**config.mk**
```make
export PLATFORM = sky130hd
export DESIGN_NAME = i2c_bit_master
export DESIGN_NICKNAME = d
export VERILOG_FILES = /design/src/sv/i2cbm_pkg.sv /design/src/sv/i2cbm_front.sv /design/src/sv/i2cbm_engine.sv /design/src/sv/i2c_bit_master.sv
export SDC_FILE = /design/constraint.sdc
export NUM_CORES = 1
export LEC_CHECK = 0
export BUFFER_PORTS_ARGS = -buffer_cell sky130_fd_sc_hd__buf_2
export CAP_MARGIN = 20
export CORE_UTILIZATION = 41
export DETAILED_ROUTE_END_ITERATION = 10
export PLACE_DENSITY_LB_ADDON = 0.05
export SLEW_MARGIN = 40
export SYNTH_ARGS = -nofsm -noshare
export SYNTH_HDL_FRONTEND = slang
export SYNTH_SLANG_ARGS = --single-unit
```
**constraint.sdc**
```tcl
create_clock -name clk -period 2.7 [get_ports clk]
set_clock_uncertainty 0.15 [all_clocks]
set_input_delay 0.135 -clock clk [delete_from_list [all_inputs] [get_ports clk]]
set_output_delay 0.135 -clock clk [all_outputs]
set_load 0.03 [all_outputs]
```
**src/sv/i2cbm_pkg.sv**
```systemverilog
// ----------------------------------------------------------------------------
// i2cbm_pkg
// Shared codes, types and reset constants for the I2C bit master.
// ----------------------------------------------------------------------------
`default_nettype none

package i2cbm_pkg;

  // Raw mode codes as they arrive on the input stream
  localparam logic [2:0] MODE_NONE      = 3'd0;
  localparam logic [2:0] MODE_START     = 3'd1;
  localparam logic [2:0] MODE_STOP      = 3'd2;
  localparam logic [2:0] MODE_SEND      = 3'd3;
  localparam logic [2:0] MODE_WAIT_ACK  = 3'd4;
  localparam logic [2:0] MODE_READ_ACK  = 3'd5;
  localparam logic [2:0] MODE_READ_NACK = 3'd6;

  // Decoded command codes handed to the engine
  localparam logic [2:0] CMD_NONE      = 3'd0;
  localparam logic [2:0] CMD_START     = 3'd1;
  localparam logic [2:0] CMD_STOP      = 3'd2;
  localparam logic [2:0] CMD_SEND      = 3'd3;
  localparam logic [2:0] CMD_WAIT_ACK  = 3'd4;
  localparam logic [2:0] CMD_READ_ACK  = 3'd5;
  localparam logic [2:0] CMD_READ_NACK = 3'd6;

  // Engine phases
  localparam logic [4:0] PH_IDLE    = 5'd0;
  localparam logic [4:0] PH_ST1     = 5'd1;
  localparam logic [4:0] PH_ST2     = 5'd2;
  localparam logic [4:0] PH_ST3     = 5'd3;
  localparam logic [4:0] PH_SP1     = 5'd4;
  localparam logic [4:0] PH_SP2     = 5'd5;
  localparam logic [4:0] PH_SP3     = 5'd6;
  localparam logic [4:0] PH_SP4     = 5'd7;
  localparam logic [4:0] PH_TX_HI   = 5'd8;
  localparam logic [4:0] PH_TX_LO   = 5'd9;
  localparam logic [4:0] PH_TX_NEXT = 5'd10;
  localparam logic [4:0] PH_WA1     = 5'd11;
  localparam logic [4:0] PH_WA_POLL = 5'd12;
  localparam logic [4:0] PH_RD_HI   = 5'd13;
  localparam logic [4:0] PH_RD_NEXT = 5'd14;
  localparam logic [4:0] PH_AK1     = 5'd15;
  localparam logic [4:0] PH_AK2     = 5'd16;

  // Configuration register indexes and reset values
  localparam logic       REG_HALF_PERIOD  = 1'b0;
  localparam logic       REG_ACK_TIMEOUT  = 1'b1;
  localparam logic [15:0] HALF_PERIOD_RST = 16'd20;
  localparam logic [7:0]  ACK_TIMEOUT_RST = 8'd250;

  // One tick after classification
  typedef struct packed {
    logic [2:0] cmd;
    logic [7:0] tx_byte;
    logic       sda_in;
  } q_item_t;

  // Head of the tick queue as seen by the engine
  typedef struct packed {
    logic    valid;
    q_item_t item;
  } q_head_t;

  // Live configuration
  typedef struct packed {
    logic [15:0] half_period_ticks;
    logic [7:0]  ack_timeout_ticks;
  } cfg_t;

endpackage

`default_nettype wire

```
**src/sv/i2cbm_front.sv**
```systemverilog
// ----------------------------------------------------------------------------
// i2cbm_front
// Accepts tick requests, decodes the mode field and queues them (2 deep).
// ----------------------------------------------------------------------------
`default_nettype none

module i2cbm_front (
  input  wire logic              clk,
  input  wire logic              rst,
  input  wire logic              s_tvalid,
  output logic                   s_tready,
  input  wire logic [15:0]       s_tdata,   // [7:0] tx_byte, [8] sda_in, rest zero
  input  wire logic [2:0]        s_tuser,   // [2:0] mode
  output i2cbm_pkg::q_head_t     head,
  input  wire logic              pop
);
  import i2cbm_pkg::*;

  q_item_t    entries [2];
  logic       wr_ptr;
  logic       rd_ptr;
  logic [1:0] count;
  logic       push;
  logic       take;
  q_item_t    decoded;

  // Map raw mode to a command; meaningless codes become no-ops
  always_comb begin
    decoded.tx_byte = s_tdata[7:0];
    decoded.sda_in  = s_tdata[8];
    case (s_tuser)
      MODE_START:     decoded.cmd = CMD_START;
      MODE_STOP:      decoded.cmd = CMD_STOP;
      MODE_SEND:      decoded.cmd = CMD_SEND;
      MODE_WAIT_ACK:  decoded.cmd = CMD_WAIT_ACK;
      MODE_READ_ACK:  decoded.cmd = CMD_READ_ACK;
      MODE_READ_NACK: decoded.cmd = CMD_READ_NACK;
      default:        decoded.cmd = CMD_NONE;
    endcase
  end

  assign s_tready   = (count != 2'd2);
  assign push       = s_tvalid && s_tready;
  assign take       = pop && (count != 2'd0);
  assign head.valid = (count != 2'd0);
  assign head.item  = entries[rd_ptr];

  // Store the incoming request
  always_ff @(posedge clk) begin
    if (push) begin
      entries[wr_ptr] <= decoded;
    end
  end

  // Advance pointers and occupancy
  always_ff @(posedge clk) begin
    if (rst) begin
      wr_ptr <= 1'b0;
      rd_ptr <= 1'b0;
      count  <= 2'd0;
    end else begin
      if (push) begin
        wr_ptr <= ~wr_ptr;
      end
      if (take) begin
        rd_ptr <= ~rd_ptr;
      end
      count <= count + {1'b0, push} - {1'b0, take};
    end
  end

  a_no_overflow: assert property (@(posedge clk) disable iff (rst)
    (count == 2'd2) |-> !push)
    else $error("tick queue written while full");

  a_count_range: assert property (@(posedge clk) disable iff (rst)
    count != 2'd3)
    else $error("tick queue count out of range");

endmodule

`default_nettype wire

```
**src/sv/i2cbm_engine.sv**
```systemverilog
// ----------------------------------------------------------------------------
// i2cbm_engine
// Bus phase sequencer: one queued tick per step, result held in an output
// register until taken.
// ----------------------------------------------------------------------------
`default_nettype none

module i2cbm_engine (
  input  wire logic              clk,
  input  wire logic              rst,
  input  wire i2cbm_pkg::cfg_t   cfg,
  input  wire i2cbm_pkg::q_head_t head,
  output logic                   pop,
  output logic                   m_tvalid,
  input  wire logic              m_tready,
  output logic [15:0]            m_tdata    // [0] scl_out, [1] sda_out, [2] busy_res,
                                            // [3] done_res, [11:4] rx_byte,
                                            // [12] ack_fail, rest zero
);
  import i2cbm_pkg::*;

  logic [4:0]  phase, phase_next;
  logic [3:0]  bit_count, bit_count_next;
  logic [7:0]  shift_reg, shift_reg_next;
  logic [15:0] delay_count, delay_count_next;
  logic [7:0]  wait_count, wait_count_next;
  logic        scl, scl_next;
  logic        sda, sda_next;
  logic        fail_flag, fail_flag_next;
  logic [7:0]  rx_hold, rx_hold_next;
  logic        ack_nack, ack_nack_next;
  logic        done_next;
  logic        step;
  logic [15:0] hold_val;
  logic [3:0]  bit_inc;
  q_item_t     it;

  assign it   = head.item;
  assign step = head.valid && (!m_tvalid || m_tready);
  assign pop  = step;

  // Reload for a held level; zero half period counts as one tick
  assign hold_val = (cfg.half_period_ticks == 16'd0) ? 16'd0
                                                     : cfg.half_period_ticks - 16'd1;
  assign bit_inc  = bit_count + 4'd1;

  // Compute the state after one tick
  always_comb begin
    phase_next       = phase;
    bit_count_next   = bit_count;
    shift_reg_next   = shift_reg;
    delay_count_next = delay_count;
    wait_count_next  = wait_count;
    scl_next         = scl;
    sda_next         = sda;
    fail_flag_next   = fail_flag;
    rx_hold_next     = rx_hold;
    ack_nack_next    = ack_nack;
    done_next        = 1'b0;
    if (phase == PH_IDLE) begin
      case (it.cmd)
        CMD_START: begin
          sda_next = 1'b1;
          delay_count_next = hold_val;
          phase_next = PH_ST1;
        end
        CMD_STOP: begin
          scl_next = 1'b0;
          delay_count_next = hold_val;
          phase_next = PH_SP1;
        end
        CMD_SEND: begin
          scl_next = 1'b0;
          bit_count_next = 4'd0;
          sda_next = it.tx_byte[7];
          shift_reg_next = {it.tx_byte[6:0], 1'b0};
          delay_count_next = hold_val;
          phase_next = PH_TX_HI;
        end
        CMD_WAIT_ACK: begin
          sda_next = 1'b1;
          fail_flag_next = 1'b0;
          wait_count_next = 8'd0;
          delay_count_next = hold_val;
          phase_next = PH_WA1;
        end
        CMD_READ_ACK, CMD_READ_NACK: begin
          ack_nack_next = (it.cmd == CMD_READ_NACK);
          sda_next = 1'b1;
          scl_next = 1'b0;
          bit_count_next = 4'd0;
          shift_reg_next = 8'd0;
          delay_count_next = hold_val;
          phase_next = PH_RD_HI;
        end
        default: begin
        end
      endcase
    end else if (delay_count != 16'd0) begin
      delay_count_next = delay_count - 16'd1;
    end else begin
      case (phase)
        PH_ST1: begin
          scl_next = 1'b1;
          delay_count_next = hold_val;
          phase_next = PH_ST2;
        end
        PH_ST2: begin
          sda_next = 1'b0;
          delay_count_next = hold_val;
          phase_next = PH_ST3;
        end
        PH_ST3: begin
          scl_next = 1'b0;
          done_next = 1'b1;
          phase_next = PH_IDLE;
        end
        PH_SP1: begin
          sda_next = 1'b0;
          delay_count_next = hold_val;
          phase_next = PH_SP2;
        end
        PH_SP2: begin
          scl_next = 1'b1;
          delay_count_next = hold_val;
          phase_next = PH_SP3;
        end
        PH_SP3: begin
          sda_next = 1'b1;
          delay_count_next = hold_val;
          phase_next = PH_SP4;
        end
        PH_SP4: begin
          done_next = 1'b1;
          phase_next = PH_IDLE;
        end
        PH_TX_HI: begin
          scl_next = 1'b1;
          delay_count_next = hold_val;
          phase_next = PH_TX_LO;
        end
        PH_TX_LO: begin
          scl_next = 1'b0;
          delay_count_next = hold_val;
          phase_next = PH_TX_NEXT;
        end
        PH_TX_NEXT: begin
          bit_count_next = bit_inc;
          if (bit_inc >= 4'd8) begin
            done_next = 1'b1;
            phase_next = PH_IDLE;
          end else begin
            sda_next = shift_reg[7];
            shift_reg_next = {shift_reg[6:0], 1'b0};
            delay_count_next = hold_val;
            phase_next = PH_TX_HI;
          end
        end
        PH_WA1: begin
          scl_next = 1'b1;
          delay_count_next = hold_val;
          phase_next = PH_WA_POLL;
        end
        PH_WA_POLL: begin
          if (!it.sda_in) begin
            scl_next = 1'b0;
            fail_flag_next = 1'b0;
            done_next = 1'b1;
            phase_next = PH_IDLE;
          end else if (wait_count >= cfg.ack_timeout_ticks) begin
            fail_flag_next = 1'b1;
            scl_next = 1'b0;
            delay_count_next = hold_val;
            phase_next = PH_SP1;
          end else begin
            wait_count_next = wait_count + 8'd1;
          end
        end
        PH_RD_HI: begin
          scl_next = 1'b1;
          shift_reg_next = {shift_reg[6:0], it.sda_in};
          phase_next = PH_RD_NEXT;
        end
        PH_RD_NEXT: begin
          bit_count_next = bit_inc;
          scl_next = 1'b0;
          delay_count_next = hold_val;
          if (bit_inc >= 4'd8) begin
            rx_hold_next = shift_reg;
            sda_next = ack_nack;
            phase_next = PH_AK1;
          end else begin
            phase_next = PH_RD_HI;
          end
        end
        PH_AK1: begin
          scl_next = 1'b1;
          delay_count_next = hold_val;
          phase_next = PH_AK2;
        end
        PH_AK2: begin
          scl_next = 1'b0;
          done_next = 1'b1;
          phase_next = PH_IDLE;
        end
        default: begin
          phase_next = PH_IDLE;
          delay_count_next = 16'd0;
        end
      endcase
    end
  end

  // Commit the tick and capture its result
  always_ff @(posedge clk) begin
    if (rst) begin
      phase       <= PH_IDLE;
      bit_count   <= 4'd0;
      shift_reg   <= 8'd0;
      delay_count <= 16'd0;
      wait_count  <= 8'd0;
      scl         <= 1'b1;
      sda         <= 1'b1;
      fail_flag   <= 1'b0;
      rx_hold     <= 8'd0;
      ack_nack    <= 1'b0;
      m_tvalid    <= 1'b0;
    end else begin
      if (step) begin
        phase       <= phase_next;
        bit_count   <= bit_count_next;
        shift_reg   <= shift_reg_next;
        delay_count <= delay_count_next;
        wait_count  <= wait_count_next;
        scl         <= scl_next;
        sda         <= sda_next;
        fail_flag   <= fail_flag_next;
        rx_hold     <= rx_hold_next;
        ack_nack    <= ack_nack_next;
        m_tvalid    <= 1'b1;
      end else if (m_tready) begin
        m_tvalid    <= 1'b0;
      end
    end
  end

  // Result payload
  always_ff @(posedge clk) begin
    if (step) begin
      m_tdata <= {3'd0, fail_flag_next, rx_hold_next, done_next,
                  (phase_next != PH_IDLE), sda_next, scl_next};
    end
  end

  a_idle_no_delay: assert property (@(posedge clk) disable iff (rst)
    (phase == PH_IDLE) |-> (delay_count == 16'd0))
    else $error("delay count left running while idle");

  a_done_not_busy: assert property (@(posedge clk) disable iff (rst)
    (m_tvalid && m_tdata[3]) |-> !m_tdata[2])
    else $error("done reported with busy still set");

  a_hold_on_stall: assert property (@(posedge clk) disable iff (rst)
    !step |=> (phase == $past(phase)) && (delay_count == $past(delay_count)))
    else $error("engine state moved without a tick");

endmodule

`default_nettype wire

```
**src/sv/i2c_bit_master.sv**
```systemverilog
// ----------------------------------------------------------------------------
// i2c_bit_master
// Open-drain I2C master stepped once per tick request: START, STOP, byte send,
// ACK wait with timeout, byte read with ACK or NACK.
// ----------------------------------------------------------------------------
// A result is registered on m_tdata after its tick has passed through the tick queue and the engine.
// Throughput: one tick per cycle while the result output is not stalled; the engine steps once per queued tick.
// A 2-deep tick queue buffers incoming ticks while the output is stalled.
// Reset (rst, synchronous): engine idle, both lines released, counters and
// received byte cleared, half period 20 and ACK timeout 250.
// ----------------------------------------------------------------------------
`default_nettype none

module i2c_bit_master (
  input  wire logic        clk,
  input  wire logic        rst,
  // tick stream in
  input  wire logic        s_tvalid,
  output logic             s_tready,
  input  wire logic [15:0] s_tdata,   // [7:0] tx_byte, [8] sda_in, rest zero
  input  wire logic [2:0]  s_tuser,   // [2:0] mode
  // result stream out
  output logic             m_tvalid,
  input  wire logic        m_tready,
  output logic [15:0]      m_tdata,   // [0] scl_out, [1] sda_out, [2] busy_res,
                                      // [3] done_res, [11:4] rx_byte,
                                      // [12] ack_fail, rest zero
  // configuration
  input  wire logic        psel,
  input  wire logic        penable,
  input  wire logic        pwrite,
  input  wire logic [2:0]  paddr,
  input  wire logic [31:0] pwdata,
  output logic [31:0]      prdata,
  output logic             pready
);
  import i2cbm_pkg::*;

  cfg_t    cfg;
  q_head_t head;
  logic    pop;
  logic    wr_en;

  assign pready = 1'b1;
  assign wr_en  = psel && penable && pwrite && pready;

  // Register writes
  always_ff @(posedge clk) begin
    if (rst) begin
      cfg.half_period_ticks <= HALF_PERIOD_RST;
      cfg.ack_timeout_ticks <= ACK_TIMEOUT_RST;
    end else if (wr_en) begin
      if (paddr[2] == REG_HALF_PERIOD) begin
        cfg.half_period_ticks <= pwdata[15:0];
      end else begin
        cfg.ack_timeout_ticks <= pwdata[7:0];
      end
    end
  end

  // Register reads
  always_comb begin
    if (paddr[2] == REG_ACK_TIMEOUT) begin
      prdata = {24'd0, cfg.ack_timeout_ticks};
    end else begin
      prdata = {16'd0, cfg.half_period_ticks};
    end
  end

  i2cbm_front u_front (
    .clk      (clk),
    .rst      (rst),
    .s_tvalid (s_tvalid),
    .s_tready (s_tready),
    .s_tdata  (s_tdata),
    .s_tuser  (s_tuser),
    .head     (head),
    .pop      (pop)
  );

  i2cbm_engine u_engine (
    .clk      (clk),
    .rst      (rst),
    .cfg      (cfg),
    .head     (head),
    .pop      (pop),
    .m_tvalid (m_tvalid),
    .m_tready (m_tready),
    .m_tdata  (m_tdata)
  );

endmodule

`default_nettype wire

```
==> impl_metrics.csv, run 1 <==
group,metric,value,unit
run_status,status,"complete, no violations",
grt,grt_pass1_vias,6460,
detailed_routing,drtPass1Iterations,4,
cells_and_area,utilization,54.1,%
grt,antenna_found_initial,0,
grt,grt.overflow.total,0,
yosys,synth_cell_types,85,
yosys,synth-edff-count,37,
cells_and_area,antenna-diode-count,0,
timing,setup_ws,82.6,ps
yosys,synth_seq_area_share,39.4,%
critical_path,worstPathRequired,2900,ps
floorplanning,die_w,133,microns
yosys,syn_inst,811,
critical_path,cp-start-kind,"register",
floorplanning,rows,47,
timing,final_hold_viol_count,0,
critical_path,crit_type,"reg -> reg",
yosys,synth_ff_type,"dfxtp_1",
timing,min_period,2620,ps
worst_hold_path,whs_path_depth,4,
cells_and_area,final_area,9030,sq um
worst_hold_path,min_delay_worst_endpoint,"cfg[2]",
critical_path,cp_max_fo,8,
detailed_routing,drt_wl_total,20700,microns
timing,setup_viol,0,
detailed_routing,initialDrtViolationCount,533,
placement,post_dp_cell_area,7980,sq um
detailed_routing,avgRoutedWirePerCell,17.3,microns
placement,dp_hpwl,15000,microns
timing,fin_crit_sh,96.9,%
critical_path,end_kind,"register",
grt,grt_util_all_layers,24.3,%
critical_path,r2r_slack,80,ps
cells_and_area,final_cells,1196,
clock_tree,clock-root-buffer,"clkbuf_16",
placement,dp.cells,1126,
cells_and_area,drive_above_1_share,23.5,%
clock_tree,cts_max_level,4,
floorplanning,dieHeight,133,microns
worst_hold_path,min_from,"paddr[2]",
clock_tree,cts_tree,"yes",
detailed_routing,num_vias,6723,
power_and_ir_drop,power_density,1210,nW/um^2
clock_tree,clkLatencyLatePin,420,ps
yosys,synth-seq-cells,120,
timing,fin_hold_ws,194,ps
worst_hold_path,holdCritPathClass,"in -> reg",
power_and_ir_drop,p_clk_share,21.6,%
cells_and_area,reg.largest.list,"cfg: 24 flops, u_front.entries: 24 flops, u_engine.delay_count: 16 flops",
critical_path,rr_worst_depth,5,
critical_path,arrival,2820,ps
cells_and_area,final.fill_count,1573,
critical_path,r2r_start,"u_engine.phase[3]",
grt,grt_pass1_wl,33600,microns
clock_tree,cts_buffers,17,
grt,grt_max_degree,36,
clock_tree,cts_buffer_depth,2,
floorplanning,core_area,16700,sq um
floorplanning,ios,112,
placement,pre_cts_slack,-34.8,ps
critical_path,r2r-end,"u_engine.wait_count[3]",
floorplanning,start_util,42.2,%
power_and_ir_drop,irDropWorstVdd,586,uV
floorplanning,dieArea,17700,sq um
timing,max_slew_margin,56.4,%
clock_tree,cts.sinks,120,
detailed_routing,via_per_inst,5.62,
power_and_ir_drop,combinationalPowerShare,54.7,%
cells_and_area,area_delta_synth_final,28.2,%
timing,fmax,382,MHz
detailed_routing,drc,0,
power_and_ir_drop,seq_power_share,23.8,%
clock_tree,clkTransAtPathRegs,60,ps
timing,worst_slew_pin_slew,654,ps
placement,port_buffers,66,
power_and_ir_drop,power.total,10.9,mW
detailed_routing,ant_nets,0,
power_and_ir_drop,p_int,6.14,mW
timing,slew_viol_final,0,
cells_and_area,fin_nets,1039,
yosys,synthArstFlopShare,0,%
critical_path,worstSetupStartpoint,"u_engine.phase[3]",
placement,globalplace.congestion,0.884,
yosys,avgSynthCellArea,8.68,sq um
timing,tns,0,ps
power_and_ir_drop,switchingPower,4.79,mW
run,cap_viol_max_count,0,
yosys,yosysWarningCount,0,
power_and_ir_drop,swShare,43.9,%
power_and_ir_drop,p_leak,3.52,nW
yosys,syn_area,7040,sq um
[cells in the final DEF, fill, tap and decap left out, types with 6 or more instances in the layout]
| cell type | instances |
|---|---|
| clkbuf_16 | 19 |
| o211ai_1 | 11 |
| a31oi_1 | 14 |
| mux2_2 | 18 |
| o31ai_1 | 18 |
| xnor2_1 | 14 |
| nor4_1 | 12 |
| inv_1 | 26 |
| nand4_1 | 16 |
| xor2_1 | 8 |
| a211oi_1 | 7 |
| or4_1 | 10 |
| edfxtp_1 | 37 |
| or3_1 | 6 |
| a21oi_1 | 63 |
| nor3_1 | 32 |
| nand3_1 | 26 |
| dfxtp_1 | 81 |
| nor2b_1 | 13 |
| ha_1 | 14 |
| mux2i_1 | 13 |
| a21o_1 | 7 |
| conb_1 | 20 |
| dlygate4sd3_1 | 36 |
| nor2_1 | 47 |
| o21ai_0 | 40 |
| buf_2 | 66 |
| buf_4 | 78 |
| nand2b_1 | 9 |
| and3_1 | 6 |
| nand2_1 | 100 |
[synth_stat cells (16+ instances only)]
master,number,area (sq um)
o21ai_0,40,200
inv_1,26,97.6
buf_4,21,158
nand4_1,16,100
dfxtp_1,83,1660
mux2_2,18,203
o31ai_1,18,135
nor2_1,48,180
edfxtp_1,37,1110
nand2_1,100,375
nand3_1,26,130
a21oi_1,64,320
nor3_1,32,160
clkbuf_1,32,120
[layout make-up]
cell class              instances  area, sq um  share of cell area, %
multi-input cells             614         3940                   43.6
flip-flops and latches        120         2780                   30.7
repair buffers                182         1320                   14.6
clock buffers                  20          479                   5.31
well taps                     220          275                   3.05
clock inverters                12          138                   1.52
inverters                      28          105                   1.16
[logic make-up (layout without fill, tap and decap cells)]
kind of cell | Yosys count | after routing | share of synthesized area, %
AO/OA/AOI/OAI | 210 | 211 | 19.8
XOR/XNOR | 23 | 23 | 3.06
adder cells (fa/ha/maj) | 15 | 15 | 2.67
buffers and inverters | 96 | 242 | 6.50
flip-flops | 120 | 120 | 39.4
multiplexers | 33 | 33 | 5.06
other | 2 | 20 | 0.107
AND/OR/NAND/NOR | 312 | 312 | 23.4
[metal layers]
| metal | wire (microns) | vias to the layer above | part of all wire (%) | GRT usage (%) |
|---|---|---|---|---|
| met4 | 379 | 0 | 1.8 | 8.56 |
| li1 | - | 3266 | - | - |
| met1 | 9730 | 3242 | 47 | 33.1 |
| met3 | 945 | 33 | 4.6 | 5.21 |
| met2 | 9610 | 182 | 47 | 37.9 |
| met5 | 0 | - | 0 | 0 |
[critical path, cell delays in order (launching register included)]
cell and delay [ps]:
dfxtp_1 420, or4_1 770, nor2_1 430, a21oi_4 90, or4_4 530, a21oi_2 150
[power groups by stage]
stage / combinational, mW / sequential (mW) / clock, mW
3_3_place_gp: 5.69 / 2.62 / 0
2_1_floorplan: 3.56 / 2.70 / 0
5_1_grt: 6.50 / 2.65 / 2.47
4_1_cts: 5.84 / 2.59 / 2.40
3_5_place_dp: 5.74 / 2.62 / 0
6_report: 5.98 / 2.60 / 2.36
[how the worst max path moves through the flow]
stage | cells after the start | slack, ps | endpoint
2_1_floorplan | 10 | 60 | u_front.count[1]
6_report | 5 | 80 | u_engine.wait_count[3]
4_1_cts | 8 | 2 | u_engine.wait_count[3]
5_1_grt | 9 | -4 | u_engine.bit_count[2]
3_3_place_gp | 8 | 40 | u_engine.wait_count[5]
3_5_place_dp | 8 | -30 | u_engine.wait_count[3]
[timing repair]
action / 4_1_cts / 5_1_grt
buffers inserted: 0 / 1
endpoints found under the setup margin: 3 / 29
resized for setup: 1 / 14
hold buffers: 36 / 0
pin swaps: 2 / 5
endpoints found under the hold margin: 50 / 0
gates cloned: 0 / 1
(Power assumes the default switching activity.)
==> run 2: changes to the inputs <==
--- a/config.mk
+++ b/config.mk
@@ -13,4 +13,5 @@
 export SLEW_MARGIN = 40
 export SYNTH_ARGS = -nofsm -noshare
 export SYNTH_HDL_FRONTEND = slang
+export SYNTH_HIERARCHICAL = 1
 export SYNTH_SLANG_ARGS = --single-unit
==> impl_metrics.csv, run 2 <==
group,metric,value,unit
timing,fmax,376,MHz
clock_tree,clkLatencyLatePin,420,ps
clock_tree,clock-root-buffer,"clkbuf_16",
floorplanning,die_w,133,microns
cells_and_area,final_common_cell,"buf_4",
critical_path,cp-start-kind,"register",
clock_tree,cts_tree,"yes",
timing,rsz0062_at_grt,"yes",
yosys,synth_compound_area_share,15.5,%
yosys,synth_ff_type,"dfxtp_1",
yosys,syn_inst,783,
timing,fin_hold_ws,32.9,ps
grt,grt_pass1_vias,6216,
detailed_routing,drtPass1Iterations,6,
yosys,synth_cell_types,85,
yosys,ys_top_cells_by_count,"dfxtp_1, nor2_1, nand2_1",
floorplanning,rows,47,
critical_path,arrival,2850,ps
floorplanning,start_util,42.3,%
critical_path,critPathMaxStageDelay,550,ps
worst_hold_path,whs_path_depth,2,
detailed_routing,via_per_inst,5.56,
yosys,synth_simple_gate_area_share,22.8,%
run_status,status,"complete, no violations",
clock_tree,clkTransAtPathRegs,60,ps
placement,globalplace.congestion,0.934,
critical_path,worstPathRequired,2900,ps
yosys,synth-edff-count,37,
yosys,yosysMostFrequentCell,"dfxtp_1",
floorplanning,core_area,16700,sq um
timing,min_period,2660,ps
yosys,synth_mux_area_share,10.1,%
power_and_ir_drop,p_leak,3.66,nW
detailed_routing,avgRoutedWirePerCell,17.2,microns
critical_path,cp_cell_sequence,"inv_2 -> ha_4 -> or3b_4 -> or3_4 -> or4b_4 -> and2_4 -> o21ai_4 -> buf_12 -> mux2i_1",
cells_and_area,fin_nets,1018,
detailed_routing,initialDrtViolationCount,481,
critical_path,crit_type,"reg -> reg",
grt,grt_util_all_layers,22.9,%
grt,grt_max_degree,42,
timing,max_slew_margin,59.5,%
worst_hold_path,holdCritPathClass,"in -> reg",
clock_tree,cts.sinks,120,
critical_path,crit_cells,9,
yosys,synthArstFlopShare,0,%
timing,slew_viol_final,0,
clock_tree,cts_max_level,4,
cells_and_area,reg.largest.list,"cfg: 24 flops, u_front/entries: 24 flops, u_engine/delay_count: 16 flops",
yosys,syn_area,7060,sq um
placement,post_dp_cell_area,7980,sq um
floorplanning,dieHeight,133,microns
detailed_routing,drc,0,
detailed_routing,num_vias,6529,
cells_and_area,final_area,9180,sq um
yosys,synthAdderAreaFrac,2.66,%
cells_and_area,drive_above_1_share,26.7,%
cells_and_area,antenna-diode-count,0,
yosys,synth-seq-cells,120,
detailed_routing,drt_wl_total,20200,microns
grt,antenna_found_initial,0,
critical_path,end_kind,"register",
timing,fin_crit_sh,98.4,%
grt,grt_pass1_wl,31900,microns
yosys,yosys-top-cells-area,"dfxtp_1, edfxtp_1, mux2i_1",
floorplanning,ios,112,
placement,port_buffers,66,
power_and_ir_drop,power_density,1170,nW/um^2
power_and_ir_drop,irDropWorstVdd,508,uV
yosys,yosysWarningCount,6,
cells_and_area,most-common-layout-cells,"buf_4, dfxtp_1, nor2_1",
timing,final_hold_viol_count,0,
yosys,synth_xor_area_share,2.98,%
yosys,avgSynthCellArea,9.02,sq um
run,cap_viol_max_count,0,
power_and_ir_drop,power.total,10.8,mW
timing,worst_slew_pin_slew,604,ps
floorplanning,dieArea,17700,sq um
yosys,synth_top_family_by_area,"simple AND/OR/NAND/NOR gates",
cells_and_area,area_delta_synth_final,30.1,%
yosys,synth_top_cell_by_area,"dfxtp_1",
clock_tree,cts_buffers,17,
cells_and_area,final.fill_count,1526,
critical_path,cp_max_fo,10,
critical_path,rr_worst_depth,9,
critical_path,worst_path_max_delay_cell,"or4b_4",
detailed_routing,ant_nets,0,
yosys,synth.top_cell.area_share,23.5,%
placement,dp_hpwl,14100,microns
grt,grt.overflow.total,0,
critical_path,path_delay_family,"simple AND/OR/NAND/NOR gates",
timing,setup_viol,0,
critical_path,crit_buf_inv,2,
clock_tree,cts_buffer_depth,2,
yosys,synth_seq_area_share,39.3,%
-- run 2: cell count changes in the layout (fill, tap and decap cells not counted), sizes merged, moves of 9 or more --
cell,previous run,this run
a21oi,67,44
mux2,18,30
mux2i,15,37
nand2,100,47
nand2b,9,37
nor2,48,73
o21ai,45,35
o31ai,18,7
o32ai,1,10
or3,6,20
-- run 2: metal layers --
metal	track usage [%]	vias up	wire length (microns)
met5	0	-	0
met2	35.3	220	8970
met4	6.38	0	211
met1	32.1	3142	9880
met3	5.18	16	1160
li1	-	3151	-
-- run 2: through the flow --
| step | worst slack [ps] | util (%) | setup TNS [ps] | cells |
|---|---|---|---|---|
| floorplan | -44.7 | - | -44.7 | 800 |
| global placement | -24.8 | 47.8 | -61.8 | 1098 |
| detailed placement | -82.1 | 47.8 | -854 | 1098 |
| CTS | 0.421 | 53.7 | 0 | 1166 |
| global route | -23.1 | 55.0 | -41.5 | 1175 |
| finish | 42.9 | 55.0 | 0 | 1175 |
-- run 2: repair_timing --
action                     CTS  global route
pin swaps                    1             6
setup endpoints to repair   28            35
gates resized for setup      4            34
hold buffers                36             0
gates cloned                 0             1
setup buffers                0             8
hold endpoints to repair    50             0
-- run 2: layout make-up --
class / count / area (sq um) / area share, %
clock inverter: 14 / 174 / 1.89
timing repair buffer: 188 / 1370 / 14.9
tap: 220 / 275 / 3.00
sequential: 120 / 2780 / 30.2
multi-input combinational: 589 / 4050 / 44.1
clock buffer: 18 / 439 / 4.78
inverter: 26 / 97.6 / 1.06
-- run 2: path summary, 6_finish.rpt --
check	start	endpoint	slack, ps
worst min-delay path	rst	u_engine/m_tvalid	30
worst max-delay path	u_engine/delay_count[0]	u_engine/delay_count[8]	40
worst min register to register	u_engine/bit_count[1]	u_engine/bit_count[1]	330
worst max register to register	u_engine/delay_count[0]	u_engine/delay_count[8]	40
-- run 2: cell families after synthesis --
| logic type | Yosys count |
|---|---|
| buffers and inverters | 92 |
| XOR/XNOR | 24 |
| flip-flops | 120 |
| AO/OA/AOI/OAI | 164 |
| multiplexers | 67 |
| AND/OR/NAND/NOR | 298 |
| adder cells (fa/ha/maj) | 15 |
| other | 3 |
-- run 2: worst reg2reg max path, stage by stage (launching register included) --
cell and delay [ps]:
dfxtp_2 320, inv_2 70, ha_4 130, or3b_4 390
or3_4 390, or4b_4 550, and2_4 190, o21ai_4 70
buf_12 150, mux2i_1 180
-- run 2: where the power goes --
group / leakage, nW / switching [mW] / internal, mW
registers: 1.02 / 0.215 / 2.23
clock network: 0.292 / 0.876 / 1.48
logic: 2.34 / 3.61 / 2.37
total: 3.66 / 4.70 / 6.08
==> run 3: changes to the inputs <==
--- a/config.mk
+++ b/config.mk
@@ -5,10 +5,11 @@
 export SDC_FILE = /design/constraint.sdc
 export NUM_CORES = 1
 export LEC_CHECK = 0
-export BUFFER_PORTS_ARGS = -buffer_cell sky130_fd_sc_hd__buf_2
+export ABC_AREA = 1
 export CAP_MARGIN = 20
 export CORE_UTILIZATION = 41
 export DETAILED_ROUTE_END_ITERATION = 10
+export DONT_BUFFER_PORTS = 1
 export PLACE_DENSITY_LB_ADDON = 0.05
 export SLEW_MARGIN = 40
 export SYNTH_ARGS = -nofsm -noshare
==> impl_metrics.csv, run 3 <==
group,metric,value,unit
run_status,status,"complete, no violations",
power_and_ir_drop,switchingPower,4.03,mW
grt,grt_max_degree,29,
critical_path,r2r_start,"u_front/count[1]",
yosys,ys_top_cells_by_count,"nand2_1, nor2_1, inv_1",
critical_path,path_delay_family,"buffers and inverters",
detailed_routing,ant_nets,0,
run,cap_viol_max_count,0,
worst_hold_path,holdCritPathClass,"in -> reg",
grt,grt_pass1_vias,5750,
critical_path,worst_path_max_delay_cell,"dlygate4sd3_1",
floorplanning,core_area,17300,sq um
detailed_routing,drt_wl_total,17700,microns
clock_tree,cts.sinks,120,
timing,setup_viol,0,
detailed_routing,initialDrtViolationCount,369,
grt,grt.overflow.total,0,
clock_tree,cts_buffer_depth,2,
critical_path,cp_max_fo,8,
yosys,syn_inst,986,
critical_path,arrival,2720,ps
critical_path,worstSetupStartpoint,"u_front/count[1]",
timing,worst_slew_pin_slew,794,ps
cells_and_area,reg.largest.list,"cfg: 24 flops, u_front/entries: 24 flops, u_engine/delay_count: 16 flops",
critical_path,cp_cell_sequence,"inv_1 -> nand2_1 -> nand2_1 -> clkinvlp_4 -> inv_1 -> nor2_1 -> ha_1 -> inv_1 -> ha_1 -> inv_1 -> nor2_1 -> dlygate4sd3_1",
floorplanning,rows,48,
yosys,yosysMostFrequentCell,"nand2_1",
critical_path,critPathMaxStageDelay,550,ps
cells_and_area,fin_nets,1118,
cells_and_area,final_area,8490,sq um
detailed_routing,drc,0,
yosys,synth.top_cell.area_share,22.9,%
yosys,yosysWarningCount,6,
power_and_ir_drop,power_density,1080,nW/um^2
yosys,synth_top_cell_by_area,"dfxtp_1",
cells_and_area,area_delta_synth_final,17.2,%
power_and_ir_drop,irDropWorstVdd,492,uV
yosys,synth-edff-count,37,
critical_path,cpMostUsedCell,"inv_1",
power_and_ir_drop,p_int,5.10,mW
cells_and_area,final_common_cell,"nand2_1",
critical_path,crit_buf_inv,6,
placement,port_buffers,0,
floorplanning,ios,112,
power_and_ir_drop,swShare,44.1,%
yosys,syn_area,7250,sq um
critical_path,crit_type,"reg -> reg",
yosys,synth_cell_types,53,
power_and_ir_drop,seq_power_share,31.5,%
timing,max_slew_margin,47.0,%
detailed_routing,avgRoutedWirePerCell,13.8,microns
yosys,avgSynthCellArea,7.35,sq um
grt,grt_pass1_wl,29000,microns
floorplanning,start_util,41.9,%
detailed_routing,drtPass1Iterations,4,
floorplanning,dieArea,18200,sq um
critical_path,cp-start-kind,"register",
yosys,synth_ff_type,"dfxtp_1",
power_and_ir_drop,p_clk_share,24.2,%
critical_path,worstPathRequired,2860,ps
yosys,synthArstFlopShare,0,%
placement,dp_hpwl,12100,microns
yosys,synth_seq_area_share,38.3,%
power_and_ir_drop,p_leak,3.96,nW
clock_tree,cts_tree,"yes",
critical_path,end_kind,"register",
cells_and_area,drive_above_1_share,11.1,%
grt,grt_util_all_layers,20.6,%
detailed_routing,via_per_inst,4.85,
timing,fmax,390,MHz
timing,fin_crit_sh,94.9,%
clock_tree,clkLatencyLatePin,420,ps
grt,antenna_found_initial,1,
clock_tree,cts_max_level,4,
worst_hold_path,min_from,"pwrite",
detailed_routing,num_vias,6209,
timing,slew_viol_final,0,
placement,globalplace.congestion,0.864,
power_and_ir_drop,combinationalPowerShare,44.3,%
clock_tree,clkTransAtPathRegs,60,ps
yosys,synth-seq-cells,120,
yosys,yosys-top-cells-area,"dfxtp_1, edfxtp_1, nand2_1",
cells_and_area,antenna-diode-count,0,
timing,final_hold_viol_count,0,
floorplanning,die_w,135,microns
placement,post_dp_cell_area,7330,sq um
clock_tree,cts_buffers,17,
floorplanning,dieHeight,135,microns
timing,min_period,2560,ps
clock_tree,clock-root-buffer,"clkbuf_16",
timing,fin_hold_ws,54.1,ps
cells_and_area,most-common-layout-cells,"nand2_1, nor2_1, inv_1",
==> run 3: changes by cell type after synthesis, moves of 11 or more <==
| cell | delta |
|---|---|
| nand2b_1 | -36 |
| nor3_1 | -16 |
| clkbuf_1 | -24 |
| nand2_1 | +182 |
| mux2_1 | -11 |
| inv_1 | +92 |
| a31oi_1 | -13 |
| or3_1 | -20 |
| mux2_2 | -16 |
| nand3_1 | +65 |
| mux2i_1 | -37 |
| nor2b_1 | -17 |
| nor2_1 | +70 |
==> run 3: path summary, 6_finish.rpt <==
check,end,slack (ps),cells past startpoint
worst max-delay path,u_front/count[0],140,12
worst min-delay path,cfg[0],50,5
worst max register to register,u_front/count[0],140,12
worst min register to register,u_engine/delay_count[15],310,2
==> run 3: timing repair <==
item,4_1_cts,5_1_grt
hold endpoints to repair,82,0
hold buffers,57,0
resized for setup,0,1
endpoints found under the setup margin,0,6
buffers inserted,0,1
==> run 3: metal layers <==
layer	track usage, %	routed length, microns	vias to the layer above	share of wire [%]
li1	-	-	3256	-
met5	0	0	-	0
met2	30.8	7520	125	43
met1	29.2	9230	2807	52
met4	7.99	275	0	1.6
met3	3.68	666	21	3.8
==> run 3: tightest hold or removal path, delay by kind of cell <==
kind                   cells  cell delay [ps]
AND/OR/NAND/NOR            4              320
buffers and inverters      1              130
==> run 3: cell type report <==
type | instances | area [sq um]
Clock inverter | 15 | 155
Timing Repair Buffer | 69 | 668
Inverter | 126 | 482
Fill cell | 1793 | 8810
Tap cell | 225 | 282
Clock buffer | 17 | 425
Multi-Input combinational cell | 708 | 3710
Sequential cell | 120 | 2770
==> run 3: cell families (layout without fill, tap and decap cells) <==
group / count (synthesis) / count (layout) / share of synthesized area, %
AO/OA/AOI/OAI: 115 / 115 / 9.43
XOR/XNOR: 25 / 25 / 3.02
adder cells (fa/ha/maj): 15 / 15 / 2.59
buffers and inverters: 175 / 227 / 11.5
flip-flops: 120 / 120 / 38.3
multiplexers: 12 / 12 / 2.38
other: 3 / 20 / 0.155
AND/OR/NAND/NOR: 521 / 521 / 32.7
==> run 3: metrics by stage <==
step                      worst slack [ps]  TNS [ps]  total power, mW  std cells  utilization (%)
after floorplan                        355         0             6.10       1003                -
final                                  138         0             9.13       1280             49.1
after global routing                 -4.87     -4.87             9.86       1280             49.1
after detailed placement               321         0             6.88       1191             42.4
after global placement                 339         0             6.87       1191             42.4
after CTS                             76.0         0             9.21       1280             49.1
==> run 3: power by group through the flow <==
stage / Clock [mW] / Sequential [mW] / Combinational [mW]
floorplan: 0 / 2.84 / 3.25
global placement: 0 / 2.91 / 3.96
detailed placement: 0 / 2.91 / 3.96
CTS: 2.27 / 2.88 / 4.06
global route: 2.35 / 2.93 / 4.58
finish: 2.21 / 2.88 / 4.04
